`src/hw/rtl/psqs_ram.sv`:
```
// Generic single-write, single-read RAM with registered read data.
module psqs_ram #(
  parameter int WIDTH = 8,
  parameter int DEPTH = 16
) (
  input  logic                     clk,
  input  logic                     we,
  input  logic [$clog2(DEPTH)-1:0] waddr,
  input  logic [WIDTH-1:0]         wdata,
  input  logic [$clog2(DEPTH)-1:0] raddr,
  output logic [WIDTH-1:0]         rdata
);

  logic [WIDTH-1:0] mem [DEPTH];

  // write one word, register one read
  always_ff @(posedge clk) begin
    if (we) begin
      mem[waddr] <= wdata;
    end
    rdata <= mem[raddr];
  end

endmodule

```
`config.mk`:
```
export PLATFORM = sky130hd
export DESIGN_NAME = psqs_ram
export DESIGN_NICKNAME = d
export VERILOG_FILES = /design/src/hw/rtl/psqs_ram.sv
export SDC_FILE = /design/constraint.sdc
export NUM_CORES = 1
export LEC_CHECK = 0
export BUFFER_PORTS_ARGS = -buffer_cell sky130_fd_sc_hd__buf_2
export CORE_ASPECT_RATIO = 0.8
export CORE_MARGIN = 1
export CORE_UTILIZATION = 50
export DETAILED_ROUTE_END_ITERATION = 8
export PLACE_DENSITY = 0.72
export SLEW_MARGIN = 25
export SYNTH_ARGS = -nofsm -noshare
export SYNTH_HDL_FRONTEND = slang
export SYNTH_SLANG_ARGS = --single-unit
```
`constraint.sdc`:
```
create_clock -name clk -period 3.01 [get_ports clk]
set_input_delay 0.301 -clock clk [delete_from_list [all_inputs] [get_ports clk]]
set_output_delay 0.301 -clock clk [all_outputs]
set_load 0.05 [all_outputs]
```
## Word level (Yosys, flattened, before mapping)

Memory sizes are Yosys's and may differ from the RTL's. A register that Yosys moved wholly into a read port is not among the register bits.
Cells that the tools add are included.

- Word-level logic and storage cells: 3
- Output and inout bits: 8
- Bits of input ports: 18
- Register bits: 0
- Bits in writable memories: 128
- Memories kept: 1

- Multiplexer cells: 2

Memories:

| memory | words | width | rd ports | clocked after memory_dff | write ports | RTL line | source |
|---|---|---|---|---|---|---|---|
| mem | 16 | 8 | 1 | 1 | 1 | 14 | `logic [WIDTH-1:0] mem [DEPTH];` |

Operators by type and width:

| operator | number |
|---|---|
| 1-bit 2-to-1 mux | 2 |

## Longest topological paths before layout

Gate-level depths: netlist of the first run.

- Depth after elaboration: 2
- Gate-level depth with buffers: 5
- Mapped depth without buffers: 3

## Least setup slack after synthesis of the first run

Ideal clock, no wire load.

- Path type: input to register
- From: input waddr[2]
- To: memory mem[0][0] (enable)
- Cell stages on the path: 2
- Data arrival time: 1,411 ps
- Slack: 1,216 ps
- Setup time: 383 ps
- Path buffers: 0
- Data required time: 2,627 ps
- Cell sequence: or3b_2 > nor3_1

RTL lines:

| item | RTL line | source |
|---|---|---|
| start, declared | 8 | `input logic [$clog2(DEPTH)-1:0] waddr,` |
| end, declared | 14 |  |

No word-level cell before the write port.

## Worst setup path in the final report of the first run

- From: input waddr[2]
- To: memory mem[1][1] (enable)

No word-level cell before the write port.

==> results.toml, run 1 <==
[synthesis]
synth_cell_types = 19
netlist_instances = 229
seq_area_frac_synth_pct = 77.8
syn-cell-area_um2 = 5150
yosysWarnings = 0
syn_avg_cell_area_um2 = 22.5
ys_ff_latch = 136
syn-num-nets = 247

[finish]
antenna_cells = 0
fill_cells = 704
multiInputGateArea_um2 = 1060
final_nets = 288
syn2layout_area_growth_pct = 15.0
most-common-layout-cells = "edfxtp_1 (128), buf_2 (25), mux4_2 (18)"
final_common_cell = "edfxtp_1"
drive_above_1_share_pct = 26.1
final_util_pct = 60.3
seq_area_um2 = 4000

[timing]
tightest_slew_ps = 1000
hold_violations = 0
setup_tns_ps = 0
whs_ps = 273
grt_setup_unrepaired = "false"
min_period_over_period_pct = 54.0
setup_violations = 0
fin_crit_ps = 1630
skew_ps = 8.46
clock.fmax_mhz = 615
finalMaxSlewViolations = 0
timing.slew.headroom_pct = 33.0

[cts]
post-cts-setup-buffers = 0
cts.clk_slew.worst_paths_ps = 50
clockBufferDepth = 2
tritoncts = "yes"
numCtsBuffers = 17
cts-root-buf = "clkbuf_16"
cts.repair.resized = 0
clock-sinks = 136
holdBufCountCts = 0
worstSkewPairLatency_ps = 410
cts-htree-levels = 4

[routing]
drtIter0Drc = 233
drc = 0
antenna_left = 0
vias = 2390
routed_wl_um = 9260
post_drt_wl_per_cell_um = 22.1
drtPass1Iterations = 4
viasPerCell = 5.70

[min_path]
hold_path.class = "in2reg"

[pwr]
powerDensity_nw_per_um2 = 693
ir_worst_vdd_v = 0.000435
leakagePower_nw = 1.98

[worst_setup_path]
path_cells = "buf_2 > or3b_2 > nor2_1"
cp_data_arrival_time_ps = 1660
crit_slowest_cell = "nor2_1"
critPathMaxStageDelay_ps = 720
cp_data_required_time_ps = 3040
worst-setup-path-type = "in2reg"
start_kind = "primary input"
endpoint_kind = "flip-flop"
cp_top_family = "simple AND/OR/NAND/NOR gates"
cp_max_fo = 8
path_buf_inv = 1

[global_route]
grt_first_pass_wirelength_um = 13900
grt_max_degree = 33
antenna_found_initial = 0
grt_use_total_pct = 19.9
grt-ovfl-total = 0
first_global_vias = 2447

[die]
row_count = 32
die_h_um = 92.8
die_area_um2 = 10700
initial_core_util_pct = 52.5
die_x_um = 115
core_um2 = 9810
io_pins = 26

[run]
max-cap-violations = 0

[placement]
routabilityCongestion = 0.765
io_buffers = 25
dp_hpwl_um = 5740

[status]
status = "complete, no violations"
## worst reg2reg max path, cell delays in order (launching register included)
cell and delay [ps]:
edfxtp_1 370, mux4_2 500, a22oi_1 280, nand2_1 160
## Yosys cell counts, drive strengths merged
master	count	share of area, %
nand3	1	0.097
a22oi	16	2.3
or3b	1	0.17
mux4	32	15
and2	1	0.12
nand3b	2	0.29
and2b	1	0.15
buf	7	1.1
nand2b	2	0.24
clkdlybuf4s25	3	0.58
nor2	13	0.95
edfxtp	128	75
nor2b	1	0.12
nand2	9	0.66
nor3	4	0.39
dfxtp	8	3.1
## flip-flops by register name, indices dropped and copies added, names as in the netlist
register  count
rdata         8
mem         128
## area by class of cell
type / count / area share (%)
sequential: 136 / 67.6
multi-input combinational: 83 / 17.9
clock buffer: 26 / 7.93
timing repair buffer: 32 / 3.21
tap: 136 / 2.87
clock inverter: 6 / 0.486
## cell families (layout without fill, tap and decap cells)
family	count (synthesis)	count (layout)	synth area share (%)
flip-flops	136	136	77.8
AND/OR/NAND/NOR	35	35	3.18
multiplexers	32	32	15.0
AO/OA/AOI/OAI	16	16	2.33
buffers and inverters	10	64	1.68
## report_power, final
group	internal, mW	leakage (nW)	switching, mW	total, mW
clock	1.06	0.247	0.680	1.74
combinational	0.0795	0.512	0.151	0.230
sequential	2.12	1.22	0.0110	2.13
## worst paths after layout
kind / slack (ps) / to / start / cells past startpoint
setup / recovery: 1380 / mem[1][1]$_DFFE_PP_ / waddr[2] / 3
setup reg to reg: 1560 / rdata[7]$_DFF_P_ / mem[3][7]$_DFFE_PP_ / 3
hold / removal: 270 / mem[12][4]$_DFFE_PP_ / wdata[4] / 1
hold reg to reg: 670 / rdata[0]$_DFF_P_ / mem[5][0]$_DFFE_PP_ / 3
## through the flow
stage	area [um2]	instances	total power, mW	setup slack, ps
after floorplan	5150	229	2.32	1220
after global placement	5420	387	2.39	989
after detailed placement	5420	387	2.40	956
after CTS	5920	419	4.14	1400
after global routing	5920	419	4.24	1310
final	5920	419	4.10	1380
## metal layers
layer  vias to the layer above  global-route usage [%]  wire length [um]
li1                       1062                       -                 -
met1                      1241                    27.2              4140
met2                        76                    28.6              4420
met3                        11                    7.13               595
met4                         0                    9.09                96
met5                         -                       0                 0
Power figures use the tool's default switching activity.
==> inputs of run 2 (changes only) <==
==> constraint.sdc (replaced) <==
create_clock -name clk -period 1.65 [get_ports clk]
set_input_delay 0.165 -clock clk [delete_from_list [all_inputs] [get_ports clk]]
set_output_delay 0.165 -clock clk [all_outputs]
set_load 0.05 [all_outputs]
==> results.toml, run 2 (synthesis gave the netlist of run 1 again) <==
[min_path]
hold_path.class = "in2reg"
hold_depth = 1

[routing]
viasPerCell = 5.58
drtIter0Drc = 161
antenna_left = 0
post_drt_wl_per_cell_um = 21.1
drtPass1Iterations = 4
drc = 0
routed_wl_um = 9150
vias = 2414

[pwr]
ir_worst_vdd_v = 0.000797
leakagePower_nw = 2.11
powerDensity_nw_per_um2 = 1300

[worst_setup_path]
start_kind = "flip-flop"
timing.rr.end = "rdata[3]$_DFF_P_"
endpoint_kind = "flip-flop"
startpoint = "mem[9][3]$_DFFE_PP_"
timing.rr.start = "mem[9][3]$_DFFE_PP_"
ff2ff_path_depth = 3
cp_max_fo = 1
cp_data_arrival_time_ps = 1590
cp_data_required_time_ps = 1950
r2r_setup_slack_ps = 360
worst-setup-path-type = "reg2reg"
cp-endpoint = "rdata[3]$_DFF_P_"

[placement]
dp_slack_ps = 60.5
io_buffers = 25
placed_area_um2 = 5580
routabilityCongestion = 0.708
dp_hpwl_um = 5820

[global_route]
grt_max_degree = 33
grt-ovfl-total = 0
antenna_found_initial = 0
first_global_vias = 2451
grt_use_total_pct = 19.9
grt_first_pass_wirelength_um = 14200

[cts]
tritoncts = "yes"
cts.clk_slew.worst_paths_ps = 60
worstSkewPairLatency_ps = 410
cts-root-buf = "clkbuf_16"
numCtsBuffers = 17
clock-sinks = 136
post-cts-setup-buffers = 0
cts-htree-levels = 4
holdBufCountCts = 0
clockBufferDepth = 2
cts.repair.resized = 0

[die]
io_pins = 26
row_count = 32
initial_core_util_pct = 52.5
core_um2 = 9810
die_h_um = 92.8
die_x_um = 115
die_area_um2 = 10700

[timing]
finalMaxSlewViolations = 0
timing.slew.headroom_pct = 73.9
setup_tns_ps = 0
setup_violations = 0
skew_ps = 8.76
min_period_over_period_pct = 78.1
setup_slack_ps = 361
grt_setup_unrepaired = "false"
fin_crit_ps = 1290
tightest_slew_ps = 391
hold_violations = 0
clock.fmax_mhz = 776

[run]
max-cap-violations = 0

[finish]
syn2layout_area_growth_pct = 19.3
final_common_cell = "edfxtp_1"
most-common-layout-cells = "edfxtp_1 (128), buf_2 (25), mux4_2 (18), buf_4 (18), clkbuf_16 (17)"
largestRegisters = "mem (128), rdata (8)"
stdcell_area_um2 = 6140
final_nets = 303
regMostFlops = "mem"
drive_above_1_share_pct = 31.3
antenna_cells = 0
largest_reg_flops = 128

[status]
status = "complete, no violations"
==> run 2: power breakdown <==
group	total (mW)	internal (mW)	switching [mW]
Clock	3.64	2.33	1.30
Combinational	0.437	0.167	0.270
Sequential	3.89	3.86	0.0261
Total	7.96	6.36	1.60
==> run 2: how the worst min path moves through the flow <==
stage | start | to | slack (ps)
global route | wdata[0] | mem[6][0]$_DFFE_PP_ | 140
CTS | wdata[0] | mem[15][0]$_DFFE_PP_ | 120
global placement | wdata[5] | mem[14][5]$_DFFE_PP_ | 550
finish | wdata[5] | mem[4][5]$_DFFE_PP_ | 130
detailed placement | wdata[0] | mem[15][0]$_DFFE_PP_ | 560
floorplan | wdata[0] | mem[0][0]$_DFFE_PP_ | 260
==> run 2: critical path, stage by stage, from the launching register on <==
cell	delay (ps)
edfxtp_1	360
mux4_1	500
a22oi_1	260
nand2_1	70
==> run 2: layer usage <==
metal | track usage [%] | share of wire [%] | vias up
li1 | - | - | 1090
met1 | 28.0 | 46 | 1247
met2 | 28.7 | 47 | 68
met3 | 6.61 | 5.6 | 9
met4 | 7.79 | 1.0 | 0
met5 | 0 | 0 | -
==> run 2: area by class of cell <==
| cell class | count | area [um2] |
|---|---|---|
| clock inverters | 12 | 134 |
| well taps | 136 | 170 |
| flip-flops and latches | 136 | 4000 |
| clock buffers | 19 | 433 |
| multi-input cells | 83 | 1060 |
| repair buffers | 47 | 340 |
| fillers | 676 | 3670 |
==> run 2: through the flow <==
stage	power, mW	util (%)	std cells	hold slack [ps]
floorplan	4.23	-	229	264
global placement	4.39	56.8	402	547
detailed placement	4.40	56.8	402	562
CTS	8.03	62.6	433	124
global route	8.22	62.6	433	137
finish	7.96	62.6	433	133
==> inputs of run 3 (changes only) <==
--- a/config.mk
+++ b/config.mk
@@ -10,7 +10,7 @@
 export CORE_MARGIN = 1
 export CORE_UTILIZATION = 50
 export DETAILED_ROUTE_END_ITERATION = 8
-export PLACE_DENSITY = 0.72
+export PLACE_DENSITY = 0.75
 export SLEW_MARGIN = 25
 export SYNTH_ARGS = -nofsm -noshare
 export SYNTH_HDL_FRONTEND = slang
==> constraint.sdc (replaced) <==
create_clock -name clk -period 1.1 [get_ports clk]
set_input_delay 0.11 -clock clk [delete_from_list [all_inputs] [get_ports clk]]
set_output_delay 0.11 -clock clk [all_outputs]
set_load 0.05 [all_outputs]
==> results.toml, run 3 (synthesis gave the netlist of run 1 again) <==
[die]
die_area_um2 = 10700
initial_core_util_pct = 52.5
core_um2 = 9810
die_x_um = 115
die_h_um = 92.8
row_count = 32
io_pins = 26

[cts]
clock-sinks = 136
cts-root-buf = "clkbuf_16"
cts-htree-levels = 4
tritoncts = "yes"
clockBufferDepth = 2
worstSkewPairLatency_ps = 420
numCtsBuffers = 17
cts.clk_slew.worst_paths_ps = 60

[global_route]
grt-ovfl-total = 0
grt_first_pass_wirelength_um = 15400
grt_use_total_pct = 21.6
first_global_vias = 2586
antenna_found_initial = 0
grt_max_degree = 19

[worst_setup_path]
cp_max_fo = 1
critPathMaxStageDelay_ps = 480
cp-endpoint = "rdata[6]$_DFF_P_"
crit_slowest_cell = "mux4_2"
ff2ff_path_depth = 3
start_kind = "flip-flop"
endpoint_kind = "flip-flop"
path_cells = "mux4_2 > a22oi_2 > nand2_1"
cp_data_required_time_ps = 1390
timing.rr.end = "rdata[6]$_DFF_P_"
r2r_setup_slack_ps = -190
worst-setup-path-type = "reg2reg"
startpoint = "mem[11][6]$_DFFE_PP_"
timing.rr.start = "mem[11][6]$_DFFE_PP_"
cp_data_arrival_time_ps = 1570

[timing]
tightest_slew_ps = 893
min_period_over_period_pct = 117
fin_crit_ps = 1290
skew_ps = 8.00
finalMaxSlewViolations = 0
timing.slew.headroom_pct = 40.3
setup_violations = 8
setup_slack_ps = -187
hold_violations = 0
grt_setup_unrepaired = "true"
clock.fmax_mhz = 777

[pwr]
powerDensity_nw_per_um2 = 1980
switching_share_pct = 20.7
seqPwrFrac_pct = 46.7
pwr-share-comb_pct = 6.1
power_frac_clock_pct = 47.3
p_int_mw = 9.91
switchingPower_mw = 2.60
leakagePower_nw = 2.11
ir_worst_vdd_v = 0.00112

[status]
violations = "negative setup slack"
status = "finished with violations"

[finish]
regMostFlops = "mem"
largestRegisters = "mem (128), rdata (8)"
final_nets = 305
stdcell_area_um2 = 6320
drive_above_1_share_pct = 43.7
largest_reg_flops = 128
syn2layout_area_growth_pct = 22.7
antenna_cells = 0
final_util_pct = 64.4
most-common-layout-cells = "edfxtp_1 (128), mux4_2 (32), buf_4 (20)"
fill_cells = 637
final_common_cell = "edfxtp_1"

[placement]
routabilityCongestion = 0.724
io_buffers = 25
dp_hpwl_um = 6040
placed_area_um2 = 5610

[run]
max-cap-violations = 0

[routing]
drc = 0
antenna_left = 0
post_drt_wl_per_cell_um = 23.0
routed_wl_um = 10000
vias = 2481
drtIter0Drc = 195
drtPass1Iterations = 4
viasPerCell = 5.69

[min_path]
hold_path.class = "in2reg"
[run 3: changes by cell type in the layout (fill, tap and decap cells not counted), moves of 8 or more]
cell and change:
a22oi_1 -9, a22oi_2 +9, buf_2 -8, mux4_1 -14
mux4_2 +14
[run 3: critical path, delay by kind of cell, from the launching register on]
family / cells / cell delay (ps)
muxes: 1 / 480
and+or+nand+nor: 1 / 110
DFF: 1 / 370
AOI/OAI and AO/OA: 1 / 200
[run 3: area by class of cell]
class | count | area, um2 | area share (%)
Clock buffer | 18 | 429 | 6.79
Clock inverter | 14 | 198 | 3.13
Multi-Input combinational cell | 83 | 1100 | 17.4
Sequential cell | 136 | 4010 | 63.4
Tap cell | 136 | 170 | 2.69
Timing Repair Buffer | 49 | 412 | 6.52
[run 3: routing by layer]
metal	up-vias	share of wire [%]	track usage, %
li1	1076	-	-
met1	1284	42	29.3
met2	104	49	33.4
met3	17	7.9	6.94
met4	0	1.5	6.93
met5	-	0	0
[run 3: timing repair]
action                                  4_1_cts  5_1_grt
buffers inserted                              0        0
gates resized for setup                      14        8
pin swaps                                     1        3
hold buffers                                  0        0
endpoints found under the setup margin       13       14
hold endpoints to repair                      0        0
[run 3: worst min-delay path by stage]
stage | to | from | depth (start not counted)
after floorplan | mem[0][0]$_DFFE_PP_ | wdata[0] | 0
after global placement | mem[14][4]$_DFFE_PP_ | wdata[4] | 1
after detailed placement | mem[1][2]$_DFFE_PP_ | wdata[2] | 1
after CTS | mem[7][2]$_DFFE_PP_ | wdata[2] | 1
after global routing | mem[12][4]$_DFFE_PP_ | wdata[4] | 1
final | mem[12][4]$_DFFE_PP_ | wdata[4] | 1
[run 3: through the flow]
| stage | cells | worst slack [ps] | total power [mW] | TNS (ps) | hold slack [ps] |
|---|---|---|---|---|---|
| 4_1_cts | 436 | -175 | 12.6 | -1220 | 76.7 |
| 3_5_place_dp | 404 | -332 | 6.65 | -18610 | 513 |
| 2_1_floorplan | 229 | -143 | 6.38 | -1720 | 209 |
| 5_1_grt | 436 | -224 | 12.8 | -1560 | 77.3 |
| 3_3_place_gp | 404 | -331 | 6.63 | -15360 | 499 |
| 6_report | 436 | -187 | 12.5 | -1120 | 83.4 |
[run 3: power groups by stage]
stage | sequential (mW) | combinational [mW] | clock, mW
after floorplan | 6.05 | 0.331 | 0
after global placement | 5.93 | 0.695 | 0
after detailed placement | 5.94 | 0.708 | 0
after CTS | 5.84 | 0.756 | 5.97
after global routing | 5.85 | 0.810 | 6.19
final | 5.84 | 0.758 | 5.91
